===== src/design/jse_pkg.sv =====
package jse_pkg;

  localparam int unsigned MaxRun = 6;

  localparam logic [7:0] ChrBackslash = 8'h5C;
  localparam logic [7:0] ChrQuote     = 8'h22;
  localparam logic [7:0] ChrSlash     = 8'h2F;
  localparam logic [7:0] ChrZero      = 8'h30;
  localparam logic [7:0] ChrU         = 8'h75;
  localparam logic [7:0] ChrB         = 8'h62;
  localparam logic [7:0] ChrT         = 8'h74;
  localparam logic [7:0] ChrN         = 8'h6E;
  localparam logic [7:0] ChrF         = 8'h66;
  localparam logic [7:0] ChrR         = 8'h72;

  localparam logic [7:0] CtlBackspace = 8'h08;
  localparam logic [7:0] CtlTab       = 8'h09;
  localparam logic [7:0] CtlNewline   = 8'h0A;
  localparam logic [7:0] CtlFormFeed  = 8'h0C;
  localparam logic [7:0] CtlReturn    = 8'h0D;
  localparam logic [7:0] CtlLimit     = 8'h20;
  localparam logic [7:0] HighLimit    = 8'h80;

  typedef logic [2:0] run_len_t;

  typedef struct packed {
    run_len_t                 len;
    logic [MaxRun-1:0][7:0]   bytes;
  } esc_run_t;

  function automatic logic [7:0] hex_digit(input logic [3:0] nib);
    logic [7:0] d;
    if (nib < 4'd10) begin
      d = 8'h30 + {4'd0, nib};
    end else begin
      d = 8'h57 + {4'd0, nib};
    end
    return d;
  endfunction

endpackage


===== src/design/jse_in_if.sv =====
interface jse_in_if;
  logic       valid;
  logic       ready;
  logic [7:0] in_byte;
  logic       end_of_string;

  modport source (output valid, output in_byte, output end_of_string, input ready);
  modport sink   (input valid, input in_byte, input end_of_string, output ready);
endinterface


===== src/design/jse_out_if.sv =====
interface jse_out_if;
  logic       valid;
  logic       ready;
  logic [7:0] out_byte;
  logic       last_of_run;

  modport source (output valid, output out_byte, output last_of_run, input ready);
  modport sink   (input valid, input out_byte, input last_of_run, output ready);
endinterface


===== src/design/jse_escape.sv =====
module jse_escape (
  input  logic [7:0]       byte_i,
  input  logic             stop_at_nul_i,
  input  logic             terminated_i,
  output jse_pkg::esc_run_t run_o
);

  always_comb begin
    run_o = '0;
    if (terminated_i || (byte_i == 8'd0 && stop_at_nul_i)) begin
      run_o.len = 3'd0;
    end else if (byte_i >= jse_pkg::HighLimit) begin
      run_o.len      = 3'd1;
      run_o.bytes[0] = byte_i;
    end else if (byte_i < jse_pkg::CtlLimit) begin
      run_o.bytes[0] = jse_pkg::ChrBackslash;
      run_o.len      = 3'd2;
      unique case (byte_i)
        jse_pkg::CtlBackspace: run_o.bytes[1] = jse_pkg::ChrB;
        jse_pkg::CtlTab:       run_o.bytes[1] = jse_pkg::ChrT;
        jse_pkg::CtlNewline:   run_o.bytes[1] = jse_pkg::ChrN;
        jse_pkg::CtlFormFeed:  run_o.bytes[1] = jse_pkg::ChrF;
        jse_pkg::CtlReturn:    run_o.bytes[1] = jse_pkg::ChrR;
        default: begin
          run_o.len      = 3'd6;
          run_o.bytes[1] = jse_pkg::ChrU;
          run_o.bytes[2] = jse_pkg::ChrZero;
          run_o.bytes[3] = jse_pkg::ChrZero;
          run_o.bytes[4] = jse_pkg::hex_digit(byte_i[7:4]);
          run_o.bytes[5] = jse_pkg::hex_digit(byte_i[3:0]);
        end
      endcase
    end else if (byte_i == jse_pkg::ChrQuote || byte_i == jse_pkg::ChrBackslash ||
                 byte_i == jse_pkg::ChrSlash) begin
      run_o.len      = 3'd2;
      run_o.bytes[0] = jse_pkg::ChrBackslash;
      run_o.bytes[1] = byte_i;
    end else begin
      run_o.len      = 3'd1;
      run_o.bytes[0] = byte_i;
    end
  end

endmodule


===== src/design/jse_serialiser.sv =====
module jse_serialiser (
  input  logic              clk_i,
  input  logic              rst_ni,
  input  logic              load_i,
  input  jse_pkg::esc_run_t run_i,
  output logic              can_load_o,
  jse_out_if.source         out_o
);

  logic [jse_pkg::MaxRun-1:0][7:0] buf_q, buf_d;
  jse_pkg::run_len_t               cnt_q, cnt_d;
  logic                            fire;

  assign fire              = out_o.valid && out_o.ready;
  assign out_o.valid       = (cnt_q != 3'd0);
  assign out_o.out_byte    = buf_q[0];
  assign out_o.last_of_run = (cnt_q == 3'd1);
  assign can_load_o        = (cnt_q == 3'd0) || (fire && cnt_q == 3'd1);

  always_comb begin
    buf_d = buf_q;
    cnt_d = cnt_q;
    if (load_i) begin
      buf_d = run_i.bytes;
      cnt_d = run_i.len;
    end else if (fire) begin
      buf_d = {8'd0, buf_q[jse_pkg::MaxRun-1:1]};
      cnt_d = cnt_q - 3'd1;
    end
  end

  always_ff @(posedge clk_i or negedge rst_ni) begin
    if (!rst_ni) begin
      cnt_q <= 3'd0;
    end else begin
      cnt_q <= cnt_d;
    end
  end

  always_ff @(posedge clk_i) begin
    buf_q <= buf_d;
  end

endmodule


===== src/design/json_string_escaper.sv =====
// JSON string escaper: takes one source byte a beat on in_i and gives its escaped
// form on out_o, one byte a beat, with last_of_run marking the final byte of each
// source byte's run (one, two or six bytes; none for a dropped byte). A byte is
// registered on entry and its run is loaded into a six-byte output shift
// register; a new byte is taken once the final byte of the previous run leaves,
// so a byte that expands to two or six bytes holds the input while the register
// drains, one byte a cycle while out_o is ready; a beat passes the input register
// and then the output shift register. With stop_at_nul set (its reset value), a
// zero byte and every later byte up to and including the end_of_string beat give
// no output; write cfg_wdata_i only while the block is idle.
module json_string_escaper (
  input  logic      clk_i,
  input  logic      rst_ni,
  input  logic      cfg_we_i,
  input  logic      cfg_wdata_i,
  jse_in_if.sink    in_i,
  jse_out_if.source out_o
);

  logic              in_valid_q;
  logic [7:0]        byte_q;
  logic              eos_q;
  logic              stop_at_nul_q;
  logic              terminated_q, terminated_d;
  logic              can_load;
  logic              advance;
  jse_pkg::esc_run_t run;

  assign advance    = in_valid_q && can_load;
  assign in_i.ready = !in_valid_q || can_load;

  always_comb begin
    terminated_d = terminated_q;
    if (advance) begin
      if (terminated_q) begin
        terminated_d = !eos_q;
      end else if (byte_q == 8'd0 && stop_at_nul_q) begin
        terminated_d = !eos_q;
      end
    end
  end

  always_ff @(posedge clk_i or negedge rst_ni) begin
    if (!rst_ni) begin
      in_valid_q    <= 1'b0;
      stop_at_nul_q <= 1'b1;
      terminated_q  <= 1'b0;
    end else begin
      if (in_i.ready) begin
        in_valid_q <= in_i.valid;
      end
      if (cfg_we_i) begin
        stop_at_nul_q <= cfg_wdata_i;
      end
      terminated_q <= terminated_d;
    end
  end

  always_ff @(posedge clk_i) begin
    if (in_i.valid && in_i.ready) begin
      byte_q <= in_i.in_byte;
      eos_q  <= in_i.end_of_string;
    end
  end

  jse_escape u_escape (
    .byte_i        (byte_q),
    .stop_at_nul_i (stop_at_nul_q),
    .terminated_i  (terminated_q),
    .run_o         (run)
  );

  jse_serialiser u_serialiser (
    .clk_i      (clk_i),
    .rst_ni     (rst_ni),
    .load_i     (advance && run.len != 3'd0),
    .run_i      (run),
    .can_load_o (can_load),
    .out_o      (out_o)
  );

endmodule


===== src/flat_wrapper.sv =====
// flat-port wrapper written by rule: the top's interface ports become plain ports
module json_string_escaper_flat 
  (clk_i, rst_ni, cfg_we_i, cfg_wdata_i, in_i_valid, in_i_in_byte, in_i_end_of_string, in_i_ready, out_o_valid, out_o_out_byte, out_o_last_of_run, out_o_ready);
  jse_in_if in_i_i ();
  jse_out_if out_o_i ();
  input  logic clk_i;
  input  logic rst_ni;
  input  logic cfg_we_i;
  input  logic cfg_wdata_i;
  input wire logic [$bits(in_i_i.valid)-1:0] in_i_valid;
  input wire logic [$bits(in_i_i.in_byte)-1:0] in_i_in_byte;
  input wire logic [$bits(in_i_i.end_of_string)-1:0] in_i_end_of_string;
  output wire logic [$bits(in_i_i.ready)-1:0] in_i_ready;
  output wire logic [$bits(out_o_i.valid)-1:0] out_o_valid;
  output wire logic [$bits(out_o_i.out_byte)-1:0] out_o_out_byte;
  output wire logic [$bits(out_o_i.last_of_run)-1:0] out_o_last_of_run;
  input wire logic [$bits(out_o_i.ready)-1:0] out_o_ready;
  assign in_i_i.valid = in_i_valid;
  assign in_i_i.in_byte = in_i_in_byte;
  assign in_i_i.end_of_string = in_i_end_of_string;
  assign in_i_ready = in_i_i.ready;
  assign out_o_valid = out_o_i.valid;
  assign out_o_out_byte = out_o_i.out_byte;
  assign out_o_last_of_run = out_o_i.last_of_run;
  assign out_o_i.ready = out_o_ready;
  json_string_escaper u_core (.clk_i(clk_i), .rst_ni(rst_ni), .cfg_we_i(cfg_we_i), .cfg_wdata_i(cfg_wdata_i), .in_i(in_i_i), .out_o(out_o_i));
endmodule

===== config.mk =====
export PLATFORM = sky130hd
export DESIGN_NAME = json_string_escaper_flat
export DESIGN_NICKNAME = d
export VERILOG_FILES = /design/src/design/jse_pkg.sv /design/src/design/jse_in_if.sv /design/src/design/jse_out_if.sv /design/src/design/jse_escape.sv /design/src/design/jse_serialiser.sv /design/src/design/json_string_escaper.sv /design/src/flat_wrapper.sv
export SDC_FILE = /design/constraint.sdc
export NUM_CORES = 1
export LEC_CHECK = 0
export BUFFER_PORTS_ARGS = -buffer_cell sky130_fd_sc_hd__buf_2
export CAP_MARGIN = 20
export CORE_MARGIN = 2
export CORE_UTILIZATION = 40
export DETAILED_ROUTE_END_ITERATION = 8
export SYNTH_ARGS = -nofsm -noshare
export SYNTH_HDL_FRONTEND = slang
export SYNTH_SLANG_ARGS = --single-unit

===== constraint.sdc =====
create_clock -name clk_i -period 5 [get_ports clk_i]
set_input_delay 0.25 -clock clk_i [delete_from_list [all_inputs] [get_ports clk_i]]
set_output_delay 0.25 -clock clk_i [all_outputs]
set_load 0.01 [all_outputs]

# Yosys cells after proc, flatten, opt, wreduce, memory -nomap -nowiden
# Cells that the tools add are included.
[totals] output_inout_bits=11 regBits=63 elab_cells=70
[classes] n_lt_le_gt_ge=4 n_mux=21 eq_ne=9 n_reduce_logical=19 n_addsub=5
[op_table] cell="two-way mux 48 bit" count=3
[op_table] cell="equality test 8 x 4 -> 1 bit (second input constant)" count=5
[op_table] cell="two-way mux 40 bit" count=1
[op_table] cell="two-way mux 8 bit" count=5
[op_table] cell="two-way mux 35 bit" count=1
[op_table] cell="two-way mux 32 bit" count=1
[op_table] cell="case mux 5 bit (5 select lines)" count=1
[op_table] cell="adder 7 x 4 -> 8 bit (first input constant)" count=2
[op_table] cell="equality test 8 x 6 -> 1 bit (second input constant)" count=2
[op_table] cell="two-way mux 16 bit" count=1
[op_table] cell="two-way mux 3 bit" count=5
[op_table] cell="adder 6 x 4 -> 7 bit (first input constant)" count=2
[op_table] cell="equality test 8 x 7 -> 1 bit (second input constant)" count=1
[op_table] cell="greater-or-equal comparator 8 bit (second input constant)" count=1
[op_table] cell="zero test 8 bit" count=1
[op_table] cell="less-than comparator 4 bit (second input constant)" count=2
[op_table] cell="less-than comparator 8 x 6 -> 1 bit (second input constant)" count=1
[op_table] cell="logical AND 1 bit" count=6
[op_table] cell="nonzero test 3 bit" count=2
[op_table] cell="logical OR 1 bit" count=5
[op_table] cell="OR reduction 5 bit" count=1
[op_table] cell="equality test 3 x 1 -> 1 bit (second input constant)" count=1
[op_table] cell="zero test 3 bit" count=1
[op_table] cell="subtractor 3 x 1 -> 3 bit (second input constant)" count=1
[op_table] cell="other kinds (4)" count=6

# Logic depth before layout (Yosys ltp)
# Gate-level depths: netlist of run 1.
[depth] word_depth=10 ltp_mapped=9

# Hierarchy
# A second synthesis of run 1 with hierarchy kept.
[hier_totals] cells_unflattened=272 hier_area_um2=3523.4
[by_module_without_submodules] mod="jse_serialiser" seq_area_each_um2=1516.5 cells_per_inst=136 n_inst=1 area_each_um2=2317.2
[by_module_without_submodules] mod="jse_escape" seq_area_each_um2=0.0 cells_per_inst=114 n_inst=1 area_each_um2=785.8
[by_module_without_submodules] mod="json_string_escaper" seq_area_each_um2=346.6 cells_per_inst=22 n_inst=1 area_each_um2=420.4

# Worst setup path before layout of run 1
# No wires, ideal clock.
[synth_timing] path_type="register to register" startpoint="reg u_core.byte_q[5]" endpoint="reg u_core.u_serialiser.buf_q[10] (netlist name), enable pin" arrival_time_ns=2.423 setup_ns=0.559 stages_incl_launch_ff=9 slack_ns=2.018 n_path_buf=2 cell_sequence="edfxtp_1 -> inv_1 -> ha_1 -> or3b_4 -> nor4_4 -> nand2b_1 -> buf_6 -> buf_4 -> nand2_1"
[synth_via] elab_chain_cells=10 elab_cells_between_ends=24 cone_classes="order compare (2); eq/ne (8); mux (5); reduce/logical (9)"
[synth_lines] item="start: declaration" line="json_string_escaper.sv:21" rtl="logic [7:0] byte_q;"
[synth_lines] item="start signal: assignment" line="json_string_escaper.sv:61" rtl="byte_q <= in_i.in_byte;"
[synth_lines] item="branches (longest 6 deep; another with less-than comparator 8 x 6 -> 1 bit)"
[synth_lines] item="two-way mux 3 bit *" line="jse_escape.sv:10" rtl="if (terminated_i || (byte_i == 8'd0 && stop_at_nul_i)) begin"
[synth_lines] item="nonzero test 3 bit *" line="json_string_escaper.sv:76" rtl=".load_i (advance && run.len != 3'd0),"
[synth_lines] item="logical AND 1 bit *" line="json_string_escaper.sv:76"
[synth_lines] item="nonzero test 2 bit (no line) *"
[synth_lines] item="end signal: assignment" line="jse_serialiser.sv:41" rtl="buf_q <= buf_d;"
[synth_lines] item="end: declaration" line="jse_serialiser.sv:10" rtl="logic [jse_pkg::MaxRun-1:0][7:0] buf_q, buf_d;"
# Mark *: on every way between the ends.
# A chain may end at the register's enable or synchronous reset.

# Worst setup path in the final report of run 1
[layout_timing] startpoint="reg u_core.byte_q[5]" endpoint="reg u_core.u_serialiser.buf_q[43] (netlist name), data pin"
[layout_via] elab_chain_cells=10 elab_cells_between_ends=27 cone_classes="order compare (2); eq/ne (8); mux (9); reduce/logical (8)"
[layout_lines] item="branches (longest 9 deep; another with less-than comparator 8 x 6 -> 1 bit)"
[layout_lines] item="two-way mux 48 bit *" line="jse_serialiser.sv:23" rtl="if (load_i) begin"
# Marked as above.

==> flow_summary.html, run 1 <==
<table>
<tr><th>Metric</th><th>Value</th></tr>
<tr><th colspan="2">Place</th></tr>
<tr><td>IO buf count</td><td>25</td></tr>
<tr><td>Final weighted congestion of routability-driven global placement</td><td>0.9479</td></tr>
<tr><td>DPL Wire Length</td><td>3434 um</td></tr>
<tr><td>Total cell area at the placement stage</td><td>2935 um2</td></tr>
<tr><th colspan="2">GRT</th></tr>
<tr><td>First-pass GRT wire length</td><td>8514 um</td></tr>
<tr><td>Antenna violations before repair</td><td>0</td></tr>
<tr><td>Via count of the first global-routing pass</td><td>1703</td></tr>
<tr><td>Maximum number of pins on one net before global-route repair</td><td>45</td></tr>
<tr><td>Global router's overall resource usage</td><td>14.89%</td></tr>
<tr><td>Leftover overflow at the end of global routing</td><td>0</td></tr>
<tr><th colspan="2">Die</th></tr>
<tr><td>Core Region</td><td>6832 um2</td></tr>
<tr><td>Core Rows</td><td>30</td></tr>
<tr><td>Width of the die</td><td>88.10 um</td></tr>
<tr><td>Total Die Area</td><td>7761 um2</td></tr>
<tr><td>I/O pin count</td><td>26</td></tr>
<tr><td>Initial standard-cell utilization of the core</td><td>41.41%</td></tr>
<tr><td>Vertical extent of the die</td><td>88.10 um</td></tr>
<tr><th colspan="2">Synth</th></tr>
<tr><td>Share of the synthesized area in compound gates (AO/OA/AOI/OAI)</td><td>9.465%</td></tr>
<tr><td>Number of flops mapped to enable cells by yosys</td><td>53</td></tr>
<tr><td>Ranking of synthesized cells by area</td><td>edfxtp_1 56%, ha_1 4.9%, nand2_1 4.6%</td></tr>
<tr><td>Post-synthesis simple-gate area fraction</td><td>16.45%</td></tr>
<tr><td>Number of register bits inferred by synthesis</td><td>59</td></tr>
<tr><td>Cell taking the most area after synthesis</td><td>edfxtp_1</td></tr>
<tr><td>XOR/XNOR Fraction of Synth Area</td><td>0.6192%</td></tr>
<tr><td>Post-synthesis average cell area</td><td>12.25 um2</td></tr>
<tr><td>Synthesized area</td><td>2829 um2</td></tr>
<tr><td>Part of the Yosys area used for sequential elements</td><td>61.61%</td></tr>
<tr><td>Nets in the synthesized netlist</td><td>257</td></tr>
<tr><td>Most instantiated flip-flop cell in the synthesis netlist</td><td>edfxtp_1</td></tr>
<tr><td>Fraction of the mapped netlist area in adder cells</td><td>4.865%</td></tr>
<tr><td>Dominant combinational cell family by area after synthesis</td><td>simple AND/OR/NAND/NOR gates</td></tr>
<tr><td>Multiplexer share of the synthesized area</td><td>0.3981%</td></tr>
<tr><td>Distinct cell type count of the synthesized netlist</td><td>42</td></tr>
<tr><td>FFs w/ async S/R, synth</td><td>10.17%</td></tr>
<tr><td>Gate count of the mapped netlist</td><td>231</td></tr>
<tr><td>Yosys warning count</td><td>0</td></tr>
<tr><td>Fraction of post-synthesis cell area in the top cell type by area</td><td>56.26%</td></tr>
<tr><th colspan="2">Run</th></tr>
<tr><td>Max Cap Violations</td><td>0</td></tr>
<tr><th colspan="2">Min path</th></tr>
<tr><td>Worst Hold Class</td><td>in -&gt; reg</td></tr>
<tr><td>Worst hold stages</td><td>1</td></tr>
<tr><th colspan="2">STA</th></tr>
<tr><td>Number of slew-limit violations in the final report</td><td>0</td></tr>
<tr><td>Worst hold slack across all endpoints</td><td>0.09277 ns</td></tr>
<tr><td>Setup violations, final</td><td>0</td></tr>
<tr><td>Number of failing hold endpoints at the final stage</td><td>0</td></tr>
<tr><td>Unrepaired setup endpoints after global routing</td><td>no</td></tr>
<tr><td>Ratio of final minimum period to clock period</td><td>54.77%</td></tr>
<tr><td>Setup TNS Final</td><td>0 ns</td></tr>
<tr><td>Clock skew</td><td>0.005148 ns</td></tr>
<tr><td>Post-layout minimum cycle time</td><td>2.738 ns</td></tr>
<tr><td>Relative slew slack</td><td>33.31%</td></tr>
<tr><td>Transition time at the pin with the least slew margin</td><td>0.9968 ns</td></tr>
<tr><td>Maximum clock frequency</td><td>0.3652 GHz</td></tr>
<tr><th colspan="2">Worst setup path</th></tr>
<tr><td>Kind of end point of the critical path</td><td>register</td></tr>
<tr><td>Critical Setup Path Class</td><td>reg -&gt; reg</td></tr>
<tr><td>Number of cell instances on the worst register-to-register path</td><td>6</td></tr>
<tr><td>Worst setup SP type</td><td>register</td></tr>
<tr><td>Worst path arrival time</td><td>2.82 ns</td></tr>
<tr><td>Top fanout value on the critical path</td><td>13</td></tr>
<tr><td>Worst path required time</td><td>5.08 ns</td></tr>
<tr><th colspan="2">Power and ir drop</th></tr>
<tr><td>Static leakage power</td><td>1.226 nW</td></tr>
<tr><td>Max VDD drop</td><td>0.0002325 V</td></tr>
<tr><td>PD cells</td><td>652.5 nW/um2</td></tr>
<tr><th colspan="2">Layout</th></tr>
<tr><td>Area added between synthesis and finish</td><td>10.35%</td></tr>
<tr><td>Design area</td><td>3122 um2</td></tr>
<tr><td>Fillers</td><td>641</td></tr>
<tr><td>Number of nets in the layout</td><td>277</td></tr>
<tr><td># diodes</td><td>0</td></tr>
<tr><td>Fraction of layout instances using a drive strength above 1</td><td>18.36%</td></tr>
<tr><th colspan="2">Route</th></tr>
<tr><td>Antenna Violating Nets Remaining</td><td>0</td></tr>
<tr><td>Total via count after detailed routing</td><td>1727</td></tr>
<tr><td>Wire length reported by the detailed router</td><td>5053 um</td></tr>
<tr><td>Final routed DRC violation total</td><td>0</td></tr>
<tr><td>Violation count after the first detailed-route iteration</td><td>166</td></tr>
<tr><td>Number of optimization iterations in the first detailed-route pass</td><td>4</td></tr>
<tr><td>Wire length per cell</td><td>14.36 um</td></tr>
<tr><td>Drt via density</td><td>4.906</td></tr>
<tr><th colspan="2">Run status</th></tr>
<tr><td>Status</td><td>completed</td></tr>
<tr><th colspan="2">Clock network</th></tr>
<tr><td>Clock tree from TritonCTS</td><td>yes</td></tr>
<tr><td>Total CTS buffers</td><td>9</td></tr>
<tr><td>Clock tree root buffer cell</td><td>clkbuf_8</td></tr>
<tr><td>Buffer levels on the longest clock path</td><td>2</td></tr>
<tr><td>Number of setup buffers added after CTS</td><td>0</td></tr>
<tr><td>CTS H-Tree Depth</td><td>3</td></tr>
<tr><td>Clock-pin slew on the worst setup and hold paths</td><td>0.06 ns</td></tr>
<tr><td>Clock sink count</td><td>59</td></tr>
<tr><td>Worst skew pair latency</td><td>0.33 ns</td></tr>
<tr><td>Post_cts resized</td><td>0</td></tr>
</table>
[final cells by class]
cell class / count / area, um2 / area share, %
clock buffers: 12 / 135.1 / 4.329
flip-flops and latches: 59 / 1743 / 55.83
repair buffers: 27 / 142.6 / 4.569
well taps: 96 / 120.1 / 3.848
clock inverters: 4 / 41.29 / 1.323
inverters: 9 / 33.78 / 1.082
multi-input cells: 145 / 905.9 / 29.02
[critical path: stages, from the launching register on]
cell and delay [ns]:
edfxtp_1 0.44, inv_1 0.15, ha_1 0.21, or3b_4 0.42
o311ai_2 0.88, inv_2 0.14, and4_1 0.26
[Yosys cell counts, types with 2 or more instances]
cell	instances
inv_1	8
nor2_1	12
ha_1	11
o21ai_0	8
nand4_1	2
xnor2_1	2
and2_1	15
nand2_1	35
dfrtp_1	5
nand3_1	5
buf_4	11
o31ai_1	5
a31oi_1	5
nor2b_1	4
buf_6	5
edfxtp_1	53
a21oi_1	11
nor3_1	6
buf_2	2
a22o_1	2
nand2b_1	3
[metrics by stage]
step	instances	worst slack, ns	utilization, %	power (mW)
global route	352	2.069	45.70	2.200
detailed placement	335	2.245	42.97	1.659
CTS	352	2.231	45.70	2.061
finish	352	2.262	45.70	2.037
global placement	335	2.226	42.97	1.654
floorplan	231	2.018	-	1.544
[timing repair]
action                                  CTS  global route
hold buffers                              1             0
endpoints found under the setup margin    0             0
hold endpoints to repair                  6             0
[cell usage in the layout, fill, tap and decap left out, drive strengths merged, types with 2 or more instances in the layout]
cell    instances
a22o            2
inv             9
nand2          35
a31oi           5
clkinv          3
and2           15
nor2b           4
nor3            6
dfrtp           5
edfxtp         53
nand3           5
clkbuf         12
o31ai           5
xnor2           2
a21oi          12
nand4           2
nor2           13
ha             11
o21ai           9
nand2b          4
buf            26
[flip-flops by register name (all words and copies together) (netlist names)]
| name | flops |
|---|---|
| u_core.byte_q | 8 |
| u_core.in_valid_q | 1 |
| u_core.u_serialiser.out_o.out_byte | 8 |
| u_core.terminated_q | 1 |
| u_core.u_serialiser.buf_q | 36 |
| u_core.stop_at_nul_q | 1 |
| u_core.eos_q | 1 |
| u_core.u_serialiser.cnt_q | 3 |
[power by group]
part	internal [mW]	switching [mW]
clock network	0.226	0.173
registers	0.885	0.0882
logic	0.231	0.434
[logic make-up (layout without fill, tap and decap cells)]
kind of cell               Yosys count  count (layout)
AOI/OAI and AO/OA                   41              41
xor gates and xnor gates             2               2
adders and majority gates           11              11
buffers and inverters               27              52
DFF                                 59              59
muxes                                1               1
other                                1               1
and+or+nand+nor                     89              89
[path summary, 6_finish.rpt]
kind	start	to	slack, ns
hold / removal	in_i_in_byte[2]	u_core.byte_q[2]	0.09
setup reg to reg	u_core.byte_q[5]	u_core.u_serialiser.buf_q[43]	2.26
min in group asynchronous	rst_ni	u_core.in_valid_q	0.27
max in group asynchronous	rst_ni	u_core.stop_at_nul_q	4.51
hold reg to reg	u_core.eos_q	u_core.terminated_q	0.43
setup / recovery	u_core.byte_q[5]	u_core.u_serialiser.buf_q[43]	2.26
[metal layers]
layer  global-route usage [%]  share of wire (%)
met4                    7.851                1.7
met1                    21.23                 49
met3                    3.393                5.2
met5                        0                  0
met2                    21.14                 44
(Power assumes the default switching activity.)
==> run 2: changes to the inputs <==
ABC_AREA = 1   (was unset)
clock period = 2.8 ns   (was 5 ns; I/O delays follow)
==> run 2 against run 1 <==
Net effect: critical path depth is 4 higher; register-to-register slack lost 1.7 ns; clock power up 81%; combinational power increased by 59%; flip-flop and latch count is the same; core utilization grew 1.3 points; final cell count increased by 22%; non-clock buffer count increased by 10.
==> flow_summary.html, run 2 <==
<table>
<tr><th>Metric</th><th>Value</th></tr>
<tr><th colspan="2">Die</th></tr>
<tr><td>Width of the die</td><td>89.21 um</td></tr>
<tr><td>Total Die Area</td><td>7958 um2</td></tr>
<tr><td>I/O pin count</td><td>26</td></tr>
<tr><td>Vertical extent of the die</td><td>89.21 um</td></tr>
<tr><td>Initial standard-cell utilization of the core</td><td>40.69%</td></tr>
<tr><td>Core Region</td><td>7137 um2</td></tr>
<tr><td>Core Rows</td><td>31</td></tr>
<tr><th colspan="2">Synth</th></tr>
<tr><td>Cell taking the most area after synthesis</td><td>edfxtp_1</td></tr>
<tr><td>FFs w/ async S/R, synth</td><td>10.17%</td></tr>
<tr><td>Number of register bits inferred by synthesis</td><td>59</td></tr>
<tr><td>Number of flops mapped to enable cells by yosys</td><td>53</td></tr>
<tr><td>Yosys warning count</td><td>0</td></tr>
<tr><td>Part of the Yosys area used for sequential elements</td><td>60.02%</td></tr>
<tr><td>Ranking of synthesized cells by area</td><td>edfxtp_1 55%, nand2_1 8.4%, nor2_1 5.8%</td></tr>
<tr><td>Distinct cell type count of the synthesized netlist</td><td>24</td></tr>
<tr><td>Leading cell type by number of instances after synthesis</td><td>nand2_1</td></tr>
<tr><td>Nets in the synthesized netlist</td><td>317</td></tr>
<tr><td>Synthesized area</td><td>2904 um2</td></tr>
<tr><td>Most instantiated flip-flop cell in the synthesis netlist</td><td>edfxtp_1</td></tr>
<tr><td>Post-synthesis average cell area</td><td>9.980 um2</td></tr>
<tr><td>Gate count of the mapped netlist</td><td>291</td></tr>
<tr><td>Fraction of post-synthesis cell area in the top cell type by area</td><td>54.80%</td></tr>
<tr><td>Most frequent cells after synthesis</td><td>65 x nand2_1, 53 x edfxtp_1, 45 x nor2_1</td></tr>
<tr><th colspan="2">STA</th></tr>
<tr><td>Setup violations, final</td><td>0</td></tr>
<tr><td>Worst hold slack across all endpoints</td><td>0.04064 ns</td></tr>
<tr><td>Maximum clock frequency</td><td>0.4507 GHz</td></tr>
<tr><td>Setup TNS Final</td><td>0 ns</td></tr>
<tr><td>Number of slew-limit violations in the final report</td><td>0</td></tr>
<tr><td>Ratio of final minimum period to clock period</td><td>79.25%</td></tr>
<tr><td>Post-layout minimum cycle time</td><td>2.219 ns</td></tr>
<tr><td>Unrepaired setup endpoints after global routing</td><td>no</td></tr>
<tr><td>Clock skew</td><td>0.009594 ns</td></tr>
<tr><td>Number of failing hold endpoints at the final stage</td><td>0</td></tr>
<tr><th colspan="2">Route</th></tr>
<tr><td>Violation count after the first detailed-route iteration</td><td>120</td></tr>
<tr><td>Final routed DRC violation total</td><td>0</td></tr>
<tr><td>Number of optimization iterations in the first detailed-route pass</td><td>4</td></tr>
<tr><td>Wire length reported by the detailed router</td><td>5110 um</td></tr>
<tr><td>Wire length per cell</td><td>11.91 um</td></tr>
<tr><td>Antenna Violating Nets Remaining</td><td>0</td></tr>
<tr><td>Drt via density</td><td>4.450</td></tr>
<tr><td>Total via count after detailed routing</td><td>1909</td></tr>
<tr><th colspan="2">GRT</th></tr>
<tr><td>Met3 track demand over resource in global routing</td><td>5.263%</td></tr>
<tr><td>Maximum number of pins on one net before global-route repair</td><td>45</td></tr>
<tr><td>Global router's overall resource usage</td><td>14.70%</td></tr>
<tr><td>Peak-usage layer in the global routing report</td><td>met1</td></tr>
<tr><td>Via count of the first global-routing pass</td><td>1814</td></tr>
<tr><td>Leftover overflow at the end of global routing</td><td>0</td></tr>
<tr><td>Antenna violations before repair</td><td>0</td></tr>
<tr><td>Global routing usage on met1</td><td>21.07%</td></tr>
<tr><td>Met2 Usage GRT</td><td>20.00%</td></tr>
<tr><td>First-pass GRT wire length</td><td>8583 um</td></tr>
<tr><th colspan="2">Worst setup path</th></tr>
<tr><td>Number of cell instances on the worst register-to-register path</td><td>10</td></tr>
<tr><td>Worst path arrival time</td><td>2.24 ns</td></tr>
<tr><td>Worst Path Buf+Inv</td><td>3</td></tr>
<tr><td>Cell with the largest stage delay on the worst path</td><td>edfxtp_1</td></tr>
<tr><td>Critical Setup Path Class</td><td>reg -&gt; reg</td></tr>
<tr><td>Top fanout value on the critical path</td><td>44</td></tr>
<tr><td>Worst path required time</td><td>2.82 ns</td></tr>
<tr><td>Kind of end point of the critical path</td><td>register</td></tr>
<tr><td>Crit path largest cell delay</td><td>0.43 ns</td></tr>
<tr><td>Crit path cell chain</td><td>inv_1 -&gt; ha_1 -&gt; nand2_1 -&gt; inv_1 -&gt; nand2_1 -&gt; nor2_1 -&gt; nor2_1 -&gt; nand2_2 -&gt; nand2_2 -&gt; buf_12</td></tr>
<tr><td>Family with the most delay on the worst path</td><td>simple AND/OR/NAND/NOR gates</td></tr>
<tr><td>Reg-to-Reg Start</td><td>u_core.byte_q[0]</td></tr>
<tr><td>Worst setup SP type</td><td>register</td></tr>
<tr><td>Count of cell instances traversed by the critical path</td><td>10</td></tr>
<tr><td>Launch point of the worst path</td><td>u_core.byte_q[0]</td></tr>
<tr><th colspan="2">Layout</th></tr>
<tr><td>Number of nets in the layout</td><td>351</td></tr>
<tr><td>Most used cells in the layout excluding fill and tap cells</td><td>64 x nand2_1, 53 x edfxtp_1, 45 x nor2_1</td></tr>
<tr><td>Area added between synthesis and finish</td><td>15.42%</td></tr>
<tr><td>Number of flip-flops in the largest register</td><td>36</td></tr>
<tr><td># diodes</td><td>0</td></tr>
<tr><td>Fraction of layout instances using a drive strength above 1</td><td>19.09%</td></tr>
<tr><td>Register ranked first by flip-flop count</td><td>u_core.u_serialiser.buf_q</td></tr>
<tr><td>Most common cell after layout, fill and taps aside</td><td>nand2_1</td></tr>
<tr><th colspan="2">Place</th></tr>
<tr><td>Final weighted congestion of routability-driven global placement</td><td>0.8665</td></tr>
<tr><td>DPL Wire Length</td><td>3502 um</td></tr>
<tr><td>IO buf count</td><td>25</td></tr>
<tr><th colspan="2">Clock network</th></tr>
<tr><td>Buffer levels on the longest clock path</td><td>2</td></tr>
<tr><td>Clock tree from TritonCTS</td><td>yes</td></tr>
<tr><td>Clock-pin slew on the worst setup and hold paths</td><td>0.06 ns</td></tr>
<tr><td>CTS H-Tree Depth</td><td>3</td></tr>
<tr><td>Clock sink count</td><td>59</td></tr>
<tr><td>Worst skew pair latency</td><td>0.33 ns</td></tr>
<tr><td>Total CTS buffers</td><td>9</td></tr>
<tr><td>Post_cts resized</td><td>0</td></tr>
<tr><td>Clock tree root buffer cell</td><td>clkbuf_8</td></tr>
<tr><td>Number of setup buffers added after CTS</td><td>0</td></tr>
<tr><th colspan="2">Power and ir drop</th></tr>
<tr><td>PD cells</td><td>1032 nW/um2</td></tr>
<tr><td>Max VDD drop</td><td>0.0003427 V</td></tr>
<tr><td>Static leakage power</td><td>1.508 nW</td></tr>
<tr><th colspan="2">Min path</th></tr>
<tr><td>Worst hold stages</td><td>3</td></tr>
<tr><td>Launch point of the worst hold path</td><td>in_i_valid</td></tr>
<tr><td>Worst Hold Class</td><td>in -&gt; reg</td></tr>
<tr><th colspan="2">Run</th></tr>
<tr><td>Max Cap Violations</td><td>0</td></tr>
<tr><th colspan="2">Run status</th></tr>
<tr><td>Status</td><td>completed</td></tr>
</table>
==> run 2: final timing paths <==
check | to | slack (ns)
setup / recovery | u_core.u_serialiser.buf_q[46] | 0.58
hold / removal | u_core.in_valid_q | 0.04
setup reg to reg | u_core.u_serialiser.buf_q[46] | 0.58
hold reg to reg | u_core.terminated_q | 0.44
max in group asynchronous | u_core.stop_at_nul_q | 2.40
min in group asynchronous | u_core.u_serialiser.cnt_q[2] | 0.17
==> run 2: layout make-up <==
cell class / instances / area (um2)
multi-input combinational: 179 / 903.4
timing repair buffer: 37 / 252.7
sequential: 59 / 1743
tap: 99 / 123.9
inverter: 39 / 146.4
clock buffer: 9 / 123.9
clock inverter: 7 / 58.81
fill: 702 / 3785
==> run 2: cell families (layout without fill, tap and decap cells) <==
kind of cell | count (synthesis) | count (layout) | synth area share (%)
simple gates | 141 | 141 | 21.20
xor+xnor | 1 | 1 | 0.3016
compound gates | 24 | 24 | 4.265
other cells | 1 | 1 | 0.1291
mux | 1 | 1 | 0.3877
buf+inv | 53 | 92 | 8.961
flops | 59 | 59 | 60.02
fa+ha+maj | 11 | 11 | 4.739
==> run 2: report_power, final <==
part | internal (mW) | switching, mW
Sequential | 1.52 | 0.157
Combinational | 0.363 | 0.695
Clock | 0.398 | 0.324
Total | 2.28 | 1.18
==> run 2: worst min-delay path: cells and delay by family <==
| family | cells | cell delay (ns) |
|---|---|---|
| buffers and inverters | 1 | 0.07 |
| AND/OR/NAND/NOR | 2 | 0.11 |
==> run 2: per-layer routing <==
metal / up-vias / wire length, um
met5: - / 0
met4: 0 / 72
met3: 4 / 234
met2: 44 / 2163
met1: 868 / 2639
li1: 993 / -
==> run 2: what timing repair did <==
action | CTS | global route
endpoints found under the setup margin | 0 | 0
hold buffers | 10 | 0
hold endpoints to repair | 15 | 0
==> run 2: metrics by stage <==
step           setup WS, ns  instances  cell area [um2]  util, %  power, mW
2_1_floorplan        0.3185        291             2904        -      2.520
3_3_place_gp         0.6433        403             3069    43.00      2.747
3_5_place_dp         0.5846        403             3069    43.00      2.750
4_1_cts              0.5727        429             3352    46.97      3.489
5_1_grt              0.3639        429             3352    46.97      3.738
6_report             0.5811        429             3352    46.97      3.460
==> run 3: changes to the inputs <==
ABC_AREA = 0   (was 1)
clock period = 1.9 ns   (was 2.8 ns; I/O delays follow)
==> run 3 against run 2 <==
Net effect: the run now ends with setup timing left; clock skew hardly changed; register-to-register slack got worse by 0.67 ns; via count increased by 6.5%.
==> flow_summary.html, run 3 (same netlist as run 1, synthesis figures left out) <==
<table>
<tr><th>Metric</th><th>Value</th></tr>
<tr><th colspan="2">Route</th></tr>
<tr><td>Violation count after the first detailed-route iteration</td><td>130</td></tr>
<tr><td>Antenna Violating Nets Remaining</td><td>0</td></tr>
<tr><td>Metal3 WL</td><td>246 um</td></tr>
<tr><td>Drt via density</td><td>4.818</td></tr>
<tr><td>Met1 wire length</td><td>2733 um</td></tr>
<tr><td>Wire length reported by the detailed router</td><td>6111 um</td></tr>
<tr><td>Met2 wire len</td><td>2957 um</td></tr>
<tr><td>Wire length per cell</td><td>14.48 um</td></tr>
<tr><td>Total via count after detailed routing</td><td>2033</td></tr>
<tr><td>Final routed DRC violation total</td><td>0</td></tr>
<tr><td>Highest routing layer actually used</td><td>met4</td></tr>
<tr><td>Number of optimization iterations in the first detailed-route pass</td><td>4</td></tr>
<tr><th colspan="2">GRT</th></tr>
<tr><td>Via count of the first global-routing pass</td><td>1937</td></tr>
<tr><td>Leftover overflow at the end of global routing</td><td>0</td></tr>
<tr><td>Antenna violations before repair</td><td>0</td></tr>
<tr><td>Maximum number of pins on one net before global-route repair</td><td>45</td></tr>
<tr><td>First-pass GRT wire length</td><td>9335 um</td></tr>
<tr><td>Global router's overall resource usage</td><td>16.62%</td></tr>
<tr><th colspan="2">Layout</th></tr>
<tr><td>Fraction of layout instances using a drive strength above 1</td><td>40.80%</td></tr>
<tr><td>Most common cell after layout, fill and taps aside</td><td>edfxtp_1</td></tr>
<tr><td>Number of nets in the layout</td><td>347</td></tr>
<tr><td>Register ranked first by flip-flop count</td><td>u_core.u_serialiser.buf_q</td></tr>
<tr><td># diodes</td><td>0</td></tr>
<tr><td>Post-layout util</td><td>58.04%</td></tr>
<tr><td>Number of flip-flops in the largest register</td><td>36</td></tr>
<tr><td>Area added between synthesis and finish</td><td>40.16%</td></tr>
<tr><td>Most used cells in the layout excluding fill and tap cells</td><td>53 x edfxtp_1, 48 x buf_4, 32 x nand2_1</td></tr>
<tr><th colspan="2">Clock network</th></tr>
<tr><td>Clock tree from TritonCTS</td><td>yes</td></tr>
<tr><td>Clock tree root buffer cell</td><td>clkbuf_8</td></tr>
<tr><td>CTS H-Tree Depth</td><td>3</td></tr>
<tr><td>Total CTS buffers</td><td>9</td></tr>
<tr><td>Buffer levels on the longest clock path</td><td>2</td></tr>
<tr><td>Worst skew pair latency</td><td>0.35 ns</td></tr>
<tr><td>Clock sink count</td><td>59</td></tr>
<tr><td>Clock-pin slew on the worst setup and hold paths</td><td>0.07 ns</td></tr>
<tr><th colspan="2">Run</th></tr>
<tr><td>Max Cap Violations</td><td>0</td></tr>
<tr><th colspan="2">Die</th></tr>
<tr><td>Width of the die</td><td>88.10 um</td></tr>
<tr><td>Vertical extent of the die</td><td>88.10 um</td></tr>
<tr><td>I/O pin count</td><td>26</td></tr>
<tr><td>Total Die Area</td><td>7761 um2</td></tr>
<tr><td>Core Region</td><td>6832 um2</td></tr>
<tr><td>Initial standard-cell utilization of the core</td><td>41.41%</td></tr>
<tr><td>Core Rows</td><td>30</td></tr>
<tr><th colspan="2">STA</th></tr>
<tr><td>Post-layout minimum cycle time</td><td>1.991 ns</td></tr>
<tr><td>Number of slew-limit violations in the final report</td><td>0</td></tr>
<tr><td>Final WS setup</td><td>-0.09131 ns</td></tr>
<tr><td>Setup violations, final</td><td>77</td></tr>
<tr><td>Number of failing hold endpoints at the final stage</td><td>0</td></tr>
<tr><td>Unrepaired setup endpoints after global routing</td><td>yes</td></tr>
<tr><td>Clock skew</td><td>0.01006 ns</td></tr>
<tr><td>Ratio of final minimum period to clock period</td><td>104.8%</td></tr>
<tr><td>Worst hold slack across all endpoints</td><td>0.09770 ns</td></tr>
<tr><td>Setup TNS Final</td><td>-2.296 ns</td></tr>
<tr><td>Maximum clock frequency</td><td>0.5022 GHz</td></tr>
<tr><th colspan="2">Power and ir drop</th></tr>
<tr><td>Power consumption</td><td>6.934 mW</td></tr>
<tr><td>Max VDD drop</td><td>0.0006432 V</td></tr>
<tr><td>PD cells</td><td>1749 nW/um2</td></tr>
<tr><td>Static leakage power</td><td>1.633 nW</td></tr>
<tr><th colspan="2">Run status</th></tr>
<tr><td>Violations in the final reports</td><td>setup timing</td></tr>
<tr><td>Status</td><td>complete, but fails checks</td></tr>
<tr><th colspan="2">Worst setup path</th></tr>
<tr><td>Worst path required time</td><td>1.99 ns</td></tr>
<tr><td>Top fanout value on the critical path</td><td>32</td></tr>
<tr><td>Worst path arrival time</td><td>2.08 ns</td></tr>
<tr><td>Worst setup SP type</td><td>register</td></tr>
<tr><td>Number of cell instances on the worst register-to-register path</td><td>7</td></tr>
<tr><td>Kind of end point of the critical path</td><td>register</td></tr>
<tr><td>Critical Setup Path Class</td><td>reg -&gt; reg</td></tr>
<tr><th colspan="2">Place</th></tr>
<tr><td>IO buf count</td><td>25</td></tr>
<tr><td>Placement Setup Slack</td><td>-0.1389 ns</td></tr>
<tr><td>Final weighted congestion of routability-driven global placement</td><td>0.8242</td></tr>
<tr><td>DPL Wire Length</td><td>3788 um</td></tr>
<tr><th colspan="2">Min path</th></tr>
<tr><td>Worst Hold Class</td><td>in -&gt; async</td></tr>
</table>
run 3: changes by cell type in the layout (fill, tap and decap cells not counted), sizes merged, moves of 6 or more:
cell,before,now
o21ai,18,9
nand3,15,5
nor2,52,13
buf,27,79
a21oi,5,12
nand2,73,39
inv,39,9
and2,0,15
nor3,0,6
run 3: where the power goes:
| group | leakage, nW | switching, mW | total [mW] | internal (mW) |
|---|---|---|---|---|
| Clock | 0.128 | 0.488 | 1.49 | 1.00 |
| Sequential | 0.603 | 0.219 | 2.53 | 2.31 |
| Combinational | 0.902 | 1.59 | 2.91 | 1.32 |
run 3: path summary, 6_finish.rpt:
check,from,end,slack (ns)
setup / recovery,u_core.byte_q[5],u_core.u_serialiser.out_o.out_byte[1],-0.09
hold / removal,rst_ni,u_core.u_serialiser.cnt_q[2],0.1
setup reg to reg,u_core.byte_q[5],u_core.u_serialiser.out_o.out_byte[1],-0.09
hold reg to reg,u_core.eos_q,u_core.terminated_q,0.43
max in group asynchronous,rst_ni,u_core.stop_at_nul_q,1.57
min in group clk_i,out_o_ready,u_core.in_valid_q,0.19
run 3: cell type report:
class,count,area [um2]
tap,96,120.1
fill,576,2867
sequential,59,1743
inverter,9,33.78
multi-input combinational,150,1102
clock buffer,11,131.4
clock inverter,5,125.1
timing repair buffer,92,709.4
run 3: repair_timing:
item	in CTS	in global routing
buffers inserted	4	5
endpoints found under the setup margin	88	90
gates resized for setup	21	17
hold endpoints to repair	17	0
hold buffers	13	0
pin swaps	3	3
cloned	2	4
run 3: metal layers:
metal  up-vias  GRT usage [%]
met3        16          5.184
met1       960          22.09
met4         0          9.229
li1       1011              -
met5         -              0
met2        46          24.24
run 3: through the flow:
stage	cells	instance area [um2]
finish	422	3965
global route	422	3965
CTS	413	3792
detailed placement	378	3304
global placement	378	3304
floorplan	231	2875
run 3: critical path, stage by stage, from the launching register on:
cell and delay, ns:
edfxtp_1 0.40, inv_2 0.10, ha_4 0.13, or3b_4 0.40
nor4_4 0.16, nand2b_4 0.25, buf_12 0.19, o31ai_1 0.10
